### config.mk
export PLATFORM = sky130hd
export DESIGN_NAME = serial_command_frame_parser_unit
export DESIGN_NICKNAME = d
export VERILOG_FILES = /design/src/rtl/core/scfp_pkg.sv /design/src/rtl/core/scfp_emit.sv /design/src/rtl/core/serial_command_frame_parser_unit.sv
export SDC_FILE = /design/constraint.sdc
export NUM_CORES = 1
export LEC_CHECK = 0
export BUFFER_PORTS_ARGS = -buffer_cell sky130_fd_sc_hd__buf_2
export CAP_MARGIN = 20
export CORE_MARGIN = 2
export CORE_UTILIZATION = 54
export DETAILED_ROUTE_END_ITERATION = 16
export GPL_TIMING_DRIVEN = 0
export PLACE_DENSITY = 0.73
export REMOVE_ABC_BUFFERS = 1
export SKIP_CTS_REPAIR_TIMING = 1
export SYNTH_ARGS = -nofsm -noshare
export SYNTH_HDL_FRONTEND = slang
export SYNTH_SLANG_ARGS = --single-unit
### constraint.sdc
create_clock -name clk -period 2.4 [get_ports clk]
set_input_delay 0.24 -clock clk [delete_from_list [all_inputs] [get_ports clk]]
set_output_delay 0.24 -clock clk [all_outputs]
set_load 0.01 [all_outputs]
### src/rtl/core/scfp_pkg.sv
// Shared types, constants and helpers for the serial command frame parser.
`default_nettype none

package scfp_pkg;

	// Largest payload a frame may carry, and the index width that covers it.
	localparam int MAX_PAYLOAD = 9;
	localparam int IDX_W       = $clog2(MAX_PAYLOAD + 1);

	// Frame delimiters.
	localparam logic [7:0] START_BYTE = 8'hFF;
	localparam logic [7:0] END_BYTE   = 8'hFE;

	// Accepted command IDs.
	localparam int NUM_IDS = 9;
	localparam logic [7:0] ID_LIST [NUM_IDS] = '{
		8'hFF, 8'hFB, 8'h25, 8'h37, 8'h01, 8'h13, 8'hFA, 8'hFC, 8'hF0
	};

	// Result kinds.
	typedef enum logic [1:0] {
		ST_PAYLOAD    = 2'd0,
		ST_ERROR      = 2'd1,
		ST_INCOMPLETE = 2'd2
	} status_t;

	// Parser phases, one-hot.
	typedef enum logic [5:0] {
		PH_START = 6'b000001,
		PH_ID    = 6'b000010,
		PH_LEN   = 6'b000100,
		PH_DATA  = 6'b001000,
		PH_END   = 6'b010000,
		PH_SKIP  = 6'b100000
	} phase_t;

	// Write request into the payload memory.
	typedef struct packed {
		logic             en;
		logic [IDX_W-1:0] addr;
		logic [7:0]       data;
	} wr_req_t;

	// One payload beat read back from the payload memory.
	typedef struct packed {
		logic             valid;
		logic [IDX_W-1:0] idx;
		logic [7:0]       data;
		logic             last;
	} beat_t;

	// True when the byte is one of the accepted command IDs.
	function automatic logic id_ok(input logic [7:0] b);
		logic hit;
		hit = 1'b0;
		for (int k = 0; k < NUM_IDS; k++) begin
			if (ID_LIST[k] == b) begin
				hit = 1'b1;
			end
		end
		return hit;
	endfunction

endpackage

`default_nettype wire

### src/rtl/core/scfp_emit.sv
// Payload memory and the read sequencer that plays a finished frame back.
`default_nettype none

module scfp_emit (
	input  wire logic                     clk,
	input  wire logic                     arst_n,
	input  wire scfp_pkg::wr_req_t        wr,
	input  wire logic                     start,
	input  wire logic [scfp_pkg::IDX_W-1:0] frame_len,
	input  wire logic                     take,
	output scfp_pkg::beat_t               beat,
	output logic                          busy
);
	import scfp_pkg::*;

	logic [7:0]       mem [MAX_PAYLOAD];
	logic             run_q;
	logic [IDX_W-1:0] rd_idx_q;
	logic             pend_s1;
	logic [IDX_W-1:0] idx_s1;
	logic             last_s1;
	logic [7:0]       rd_data_s1;
	logic             issue;
	logic [IDX_W-1:0] rd_next;

	// A read goes out when the stage behind it is empty or drains this cycle.
	assign issue   = run_q && (!pend_s1 || take);
	assign rd_next = rd_idx_q + IDX_W'(1);

	// Payload memory: written during intake, read during playback.
	always_ff @(posedge clk) begin
		if (wr.en) begin
			mem[wr.addr] <= wr.data;
		end
		if (issue) begin
			rd_data_s1 <= mem[rd_idx_q];
		end
	end

	// Read sequencer and the beat stage after the memory.
	always_ff @(posedge clk or negedge arst_n) begin
		if (!arst_n) begin
			run_q    <= 1'b0;
			rd_idx_q <= '0;
			pend_s1  <= 1'b0;
			idx_s1   <= '0;
			last_s1  <= 1'b0;
		end else begin
			if (start) begin
				run_q    <= 1'b1;
				rd_idx_q <= '0;
			end else if (issue) begin
				rd_idx_q <= rd_next;
				if (rd_next == frame_len) begin
					run_q <= 1'b0;
				end
			end
			if (issue) begin
				pend_s1 <= 1'b1;
				idx_s1  <= rd_idx_q;
				last_s1 <= (rd_next == frame_len);
			end else if (take) begin
				pend_s1 <= 1'b0;
			end
		end
	end

	assign beat.valid = pend_s1;
	assign beat.idx   = idx_s1;
	assign beat.data  = rd_data_s1;
	assign beat.last  = last_s1;
	assign busy       = run_q || pend_s1;

endmodule

`default_nettype wire

### src/rtl/core/serial_command_frame_parser_unit.sv
// Top level of the serial command frame parser: byte intake, phase control and result register.
// An error or incomplete result appears in the cycle after its byte is accepted; the first payload
// result of a good frame goes through the playback start, the memory read stage and the result register.
// Throughput: one byte per cycle while the result register can take a result; after a good frame intake
// pauses while the payload memory is read back, one entry per cycle when the output does not stall.
// Reset: arst_n clears the phase to waiting for a start byte and empties the result register.
`default_nettype none

module serial_command_frame_parser_unit (
	input  wire logic        clk,
	input  wire logic        arst_n,
	input  wire logic        s_axis_tvalid,
	output logic             s_axis_tready,
	input  wire logic [7:0]  s_axis_tdata,   // [7:0] rx_byte
	input  wire logic        s_axis_tlast,   // buffer_end
	output logic             m_axis_tvalid,
	input  wire logic        m_axis_tready,
	output logic [31:0]      m_axis_tdata,   // [7:0] frame_id, [11:8] frame_length,
	                                         // [15:12] byte_index, [23:16] payload_byte,
	                                         // [24] stop_motors, [31:25] zero
	output logic [1:0]       m_axis_tuser,   // [1:0] status
	output logic             m_axis_tlast    // last
);
	import scfp_pkg::*;

	phase_t           phase_q;
	phase_t           phase_nxt;
	logic [7:0]       held_id_q;
	logic [IDX_W-1:0] held_len_q;
	logic [IDX_W-1:0] count_q;

	// Result register.
	logic             out_valid_q;
	status_t          out_status_q;
	logic [7:0]       out_id_q;
	logic [IDX_W-1:0] out_len_q;
	logic [IDX_W-1:0] out_idx_q;
	logic [7:0]       out_pay_q;
	logic             out_stop_q;
	logic             out_last_q;

	logic             take;
	logic             accept;
	logic             err;
	logic             frame_done;
	logic             incomplete;
	logic             len_ok;
	logic             pay_ok;
	logic             emit_busy;
	logic [7:0]       b;
	wr_req_t          wr;
	beat_t            beat;

	assign b      = s_axis_tdata;
	assign take   = !out_valid_q || m_axis_tready;
	assign len_ok = (b >= 8'd1) && (b <= 8'(MAX_PAYLOAD));
	assign pay_ok = (b != 8'h00) && (b != 8'hFF) && (count_q < IDX_W'(MAX_PAYLOAD));

	// Intake waits while a frame plays back, which keeps memory reads and writes apart.
	assign s_axis_tready = !emit_busy && take;
	assign accept        = s_axis_tvalid && s_axis_tready;

	// Next phase and what the current byte produces.
	always_comb begin
		phase_nxt  = phase_q;
		err        = 1'b0;
		frame_done = 1'b0;
		unique case (phase_q)
			PH_START: begin
				if (b == START_BYTE) phase_nxt = PH_ID;
				else                 err = 1'b1;
			end
			PH_ID: begin
				if (id_ok(b)) phase_nxt = PH_LEN;
				else          err = 1'b1;
			end
			PH_LEN: begin
				if (len_ok) phase_nxt = PH_DATA;
				else        err = 1'b1;
			end
			PH_DATA: begin
				if (pay_ok) begin
					if ((count_q + IDX_W'(1)) >= held_len_q) phase_nxt = PH_END;
				end else begin
					err = 1'b1;
				end
			end
			PH_END: begin
				if (b == END_BYTE) begin
					frame_done = 1'b1;
					phase_nxt  = PH_SKIP;
				end else begin
					err = 1'b1;
				end
			end
			PH_SKIP: phase_nxt = PH_SKIP;
			default: phase_nxt = PH_SKIP;
		endcase
		if (err) begin
			phase_nxt = PH_SKIP;
		end
		incomplete = s_axis_tlast && !err && !frame_done &&
			((phase_nxt == PH_ID) || (phase_nxt == PH_LEN) ||
			 (phase_nxt == PH_DATA) || (phase_nxt == PH_END));
		if (s_axis_tlast) begin
			phase_nxt = PH_START;
		end
	end

	// Payload bytes go into the memory at the running count.
	assign wr.en   = accept && (phase_q == PH_DATA) && pay_ok;
	assign wr.addr = count_q;
	assign wr.data = b;

	// Phase and frame header registers.
	always_ff @(posedge clk or negedge arst_n) begin
		if (!arst_n) begin
			phase_q    <= PH_START;
			held_id_q  <= '0;
			held_len_q <= '0;
			count_q    <= '0;
		end else if (accept) begin
			phase_q <= phase_nxt;
			if ((phase_q == PH_ID) && id_ok(b)) begin
				held_id_q <= b;
			end
			if ((phase_q == PH_LEN) && len_ok) begin
				held_len_q <= b[IDX_W-1:0];
				count_q    <= '0;
			end
			if (wr.en) begin
				count_q <= count_q + IDX_W'(1);
			end
		end
	end

	scfp_emit u_emit (
		.clk       (clk),
		.arst_n    (arst_n),
		.wr        (wr),
		.start     (accept && frame_done),
		.frame_len (held_len_q),
		.take      (take),
		.beat      (beat),
		.busy      (emit_busy)
	);

	// Result register: loaded with a single error or incomplete result, or a payload beat.
	always_ff @(posedge clk or negedge arst_n) begin
		if (!arst_n) begin
			out_valid_q <= 1'b0;
		end else if ((accept && (err || incomplete)) || (beat.valid && take)) begin
			out_valid_q <= 1'b1;
		end else if (m_axis_tready) begin
			out_valid_q <= 1'b0;
		end
	end

	always_ff @(posedge clk) begin
		if (accept && (err || incomplete)) begin
			out_status_q <= err ? ST_ERROR : ST_INCOMPLETE;
			out_id_q     <= '0;
			out_len_q    <= '0;
			out_idx_q    <= '0;
			out_pay_q    <= '0;
			out_stop_q   <= err;
			out_last_q   <= 1'b1;
		end else if (beat.valid && take) begin
			out_status_q <= ST_PAYLOAD;
			out_id_q     <= held_id_q;
			out_len_q    <= held_len_q;
			out_idx_q    <= beat.idx;
			out_pay_q    <= beat.data;
			out_stop_q   <= 1'b0;
			out_last_q   <= beat.last;
		end
	end

	assign m_axis_tvalid = out_valid_q;
	assign m_axis_tdata  = {7'd0, out_stop_q, out_pay_q, out_idx_q, out_len_q, out_id_q};
	assign m_axis_tuser  = out_status_q;
	assign m_axis_tlast  = out_last_q;

endmodule

`default_nettype wire

==> run_results.csv <==
group,metric,value,unit
critical_path,critPathKind,"reg -> reg",
clock_network,cts_buffers,17,
cells_and_area,design_area,7039,sq um
critical_path,path_buf_inv,2,
sta,min_period_over_period,96.12,%
global_route,grt_start_max_net_pins,35,
floorplan,initial_core_util,55.45,%
yosys,syn_avg_cell_area,12.98,sq um
floorplan,core_area,10890,sq um
cells_and_area,n_antenna_cell,0,
power,p_leak,2.677,nW
clock_network,worstSkewPairLatency,0.52,ns
placement,portBuffers,42,
placement,dp.cells,626,
clock_network,cts_sinks,141,
clock_network,cts-root-buf,"clkbuf_8",
clock_network,path_clk_slew,0.06,ns
clock_network,clock_path_buffers,2,
outcome,status,"finished clean",
global_route,grt.total_usage,20.62,%
route,ant_nets,0,
critical_path,cp_common_cell,"inv_1",
critical_path,cp_slowest_cell,"dfrtp_1",
route,viasPerCell,5.610,
sta,min_period,2.307,ns
sta,slew-limit-headroom,38.22,%
route,dr.first_iter.drc_count,205,
yosys,yosys-top-cells-area,"edfxtp_1, dfrtp_1, dfxtp_1, mux4_2, nand2_1",
yosys,syn_inst,465,
critical_path,required,2.62,ns
yosys,yosysTopAreaCellShare,40.79,%
yosys,yosysSeqAreaShare,63.19,%
global_route,grt_pass1_wl,17910,um
cells_and_area,post-route-util,64.65,%
cells_and_area,fillers,784,
yosys,synth_cell_types,52,
job,maxCapViolCount,0,
critical_path,crit_chain,"inv_1 -> ha_1 -> inv_1 -> o21ai_2 -> nand4_1 -> or2_4 -> nor3b_4 -> and2_4",
yosys,syn_area,6037,sq um
global_route,overflow,0,
min_path,hold_start,"s_axis_tvalid",
power,peakVddDrop,0.3988,mV
cells_and_area,post_route_cells_drive_above_1_share,25.76,%
route,vias,3725,
global_route,grt_antenna_before_repair,0,
critical_path,startpoint_type,"flip-flop",
floorplan,boundaryPins,50,
min_path,min_path_type,"in -> reg",
global_route,grt_pass1_vias,3447,
placement,dp_hpwl,7277,um
critical_path,end_kind,"flip-flop",
route,drcViolationCount,0,
placement,place_ws,-0.5387,ns
yosys,ys_ff_latch,141,
floorplan,die_h,109.7,um
yosys,synth_edf_count,82,
yosys,yosysTopAreaCell,"edfxtp_1",
critical_path,slowest_delay,0.45,ns
clock_network,cts_tree,"yes",
sta,max_slew.worst_pin.slew,0.9267,ns
clock_network,htreeDepth,4,
floorplan,die_width,109.7,um
cells_and_area,fin_nets,534,
sta,finalHoldViolCount,0,
cells_and_area,syn_to_final_growth,16.60,%
sta,fmax,0.4335,GHz
critical_path,cp-startpoint,"count_q[0]",
route,wirelength,11730,um
critical_path,arrival,2.53,ns
sta,setup_ws,0.09314,ns
critical_path,critPathTopFamily,"simple AND/OR/NAND/NOR gates",
power,power_density,780.8,nW/um^2
sta,finalSetupViolCount,0,
floorplan,core.rowCount,38,
sta,final_max_slew_viol_count,0,
yosys,synth_top_flop_cell,"edfxtp_1",
critical_path,r2r-start,"count_q[0]",
critical_path,path_max_fanout,8,
placement,placed_area,6334,sq um
sta,skew,0.009161,ns
yosys,ys_warn_count,0,
cells_and_area,final_cells,664,
route,dr.pass1.iters,5,
route,routedWlPerCell,17.67,um
yosys,async_flop_share,24.11,%
floorplan,dieArea,12040,sq um
placement,place_congestion,0.7877,
## final cells by class
type / count / area [sq um] / share of cell area (%)
Tap cell: 140 / 175.2 / 2.488
Timing Repair Buffer: 50 / 297.8 / 4.230
Multi-Input combinational cell: 293 / 2136 / 30.34
Sequential cell: 141 / 3815 / 54.19
Clock buffer: 17 / 414.1 / 5.883
Inverter: 8 / 30.03 / 0.4266
Clock inverter: 15 / 171.4 / 2.435
## worst register-to-register path, stage by stage, from the launching register on
cell and delay (ns):
dfrtp_1 0.45, inv_1 0.15, ha_1 0.17, inv_1 0.05
o21ai_2 0.15, nand4_1 0.17, or2_4 0.33, nor3b_4 0.27
and2_4 0.27
## Yosys cell counts (all sizes together) (10+ instances only)
cell type  number
mux2           11
mux4           16
dfxtp          25
o21ai          18
ha             10
clkbuf         14
buf            16
edfxtp         82
a21oi          29
dfrtp          33
nand2          95
## metrics by stage
stage	power, mW	TNS [ns]	hold WS, ns
final	5.496	0	0.02168
after floorplan	2.836	-4.887	-0.05559
after detailed placement	2.960	-24.11	0.3629
after global placement	2.939	-21.85	0.3504
after CTS	5.511	-25.28	-0.1965
after global routing	5.680	-0.8534	0.009885
## flip-flops by register name, summed over array words and instances (netlist names)
name / count
u_emit.idx_s1: 4
u_emit.pend_s1: 1
out_len_q: 4
out_id_q: 8
phase_q: 6
m_axis_tlast: 1
u_emit.mem: 72
u_emit.rd_data_s1: 8
u_emit.run_q: 1
held_id_q: 8
out_pay_q: 8
out_idx_q: 4
count_q: 4
m_axis_tvalid: 1
m_axis_tuser: 2
held_len_q: 4
u_emit.rd_idx_q: 4
u_emit.last_s1: 1
## cell families after synthesis
kind of cell	Yosys count	share of synthesized area (%)
AOI/OAI and AO/OA	64	6.425
xor gates and xnor gates	13	1.886
adders and majority gates	10	2.073
buffers and inverters	38	3.171
DFF	141	63.19
muxes	35	9.347
other	1	0.06212
and+or+nand+nor	163	13.84
## power by group
part           switching (mW)  internal (mW)  total (mW)
combinational           0.196          0.127       0.323
clock                   0.978           1.58        2.55
sequential             0.0291           2.59        2.62
## final timing paths
path	slack, ns	depth (start not counted)	end
worst max register to register	0.09	8	u_emit.mem[4][1]
worst max-delay path	0.09	8	u_emit.mem[4][1]
worst min-delay path	0.02	3	phase_q[0]
min in group asynchronous	0.35	2	held_id_q[4]
worst min register to register	0.45	2	out_idx_q[2]
max in group asynchronous	1.54	2	count_q[0]
## cell usage in the layout (no fill, tap or decap), types with 4 or more instances in the layout
cell type  count
nand3b_1       7
conb_1         7
dfrtp_1       33
buf_4          4
nand2_1       93
nand2b_1       6
o41ai_1        4
nor2_1         7
mux2_2        11
mux2i_1        8
xnor2_1        6
and2_4         8
mux4_2        16
clkinv_2       4
a21o_1         4
buf_2         43
nand3_1        5
dfxtp_1       25
a21oi_1       29
o21ai_0       17
edfxtp_1      82
nand4_1        5
xor2_1         7
nor4_1         5
clkbuf_16     16
ha_1          10
inv_1          7
## layer usage
layer | global-route usage (%) | up-vias | routed length (um)
li1 | - | 1764 | -
met1 | 27.55 | 1859 | 5161
met2 | 33.16 | 94 | 5887
met3 | 5.513 | 8 | 597
met4 | 6.600 | 0 | 87
met5 | 0 | - | 0
(Power assumes the default switching activity.)
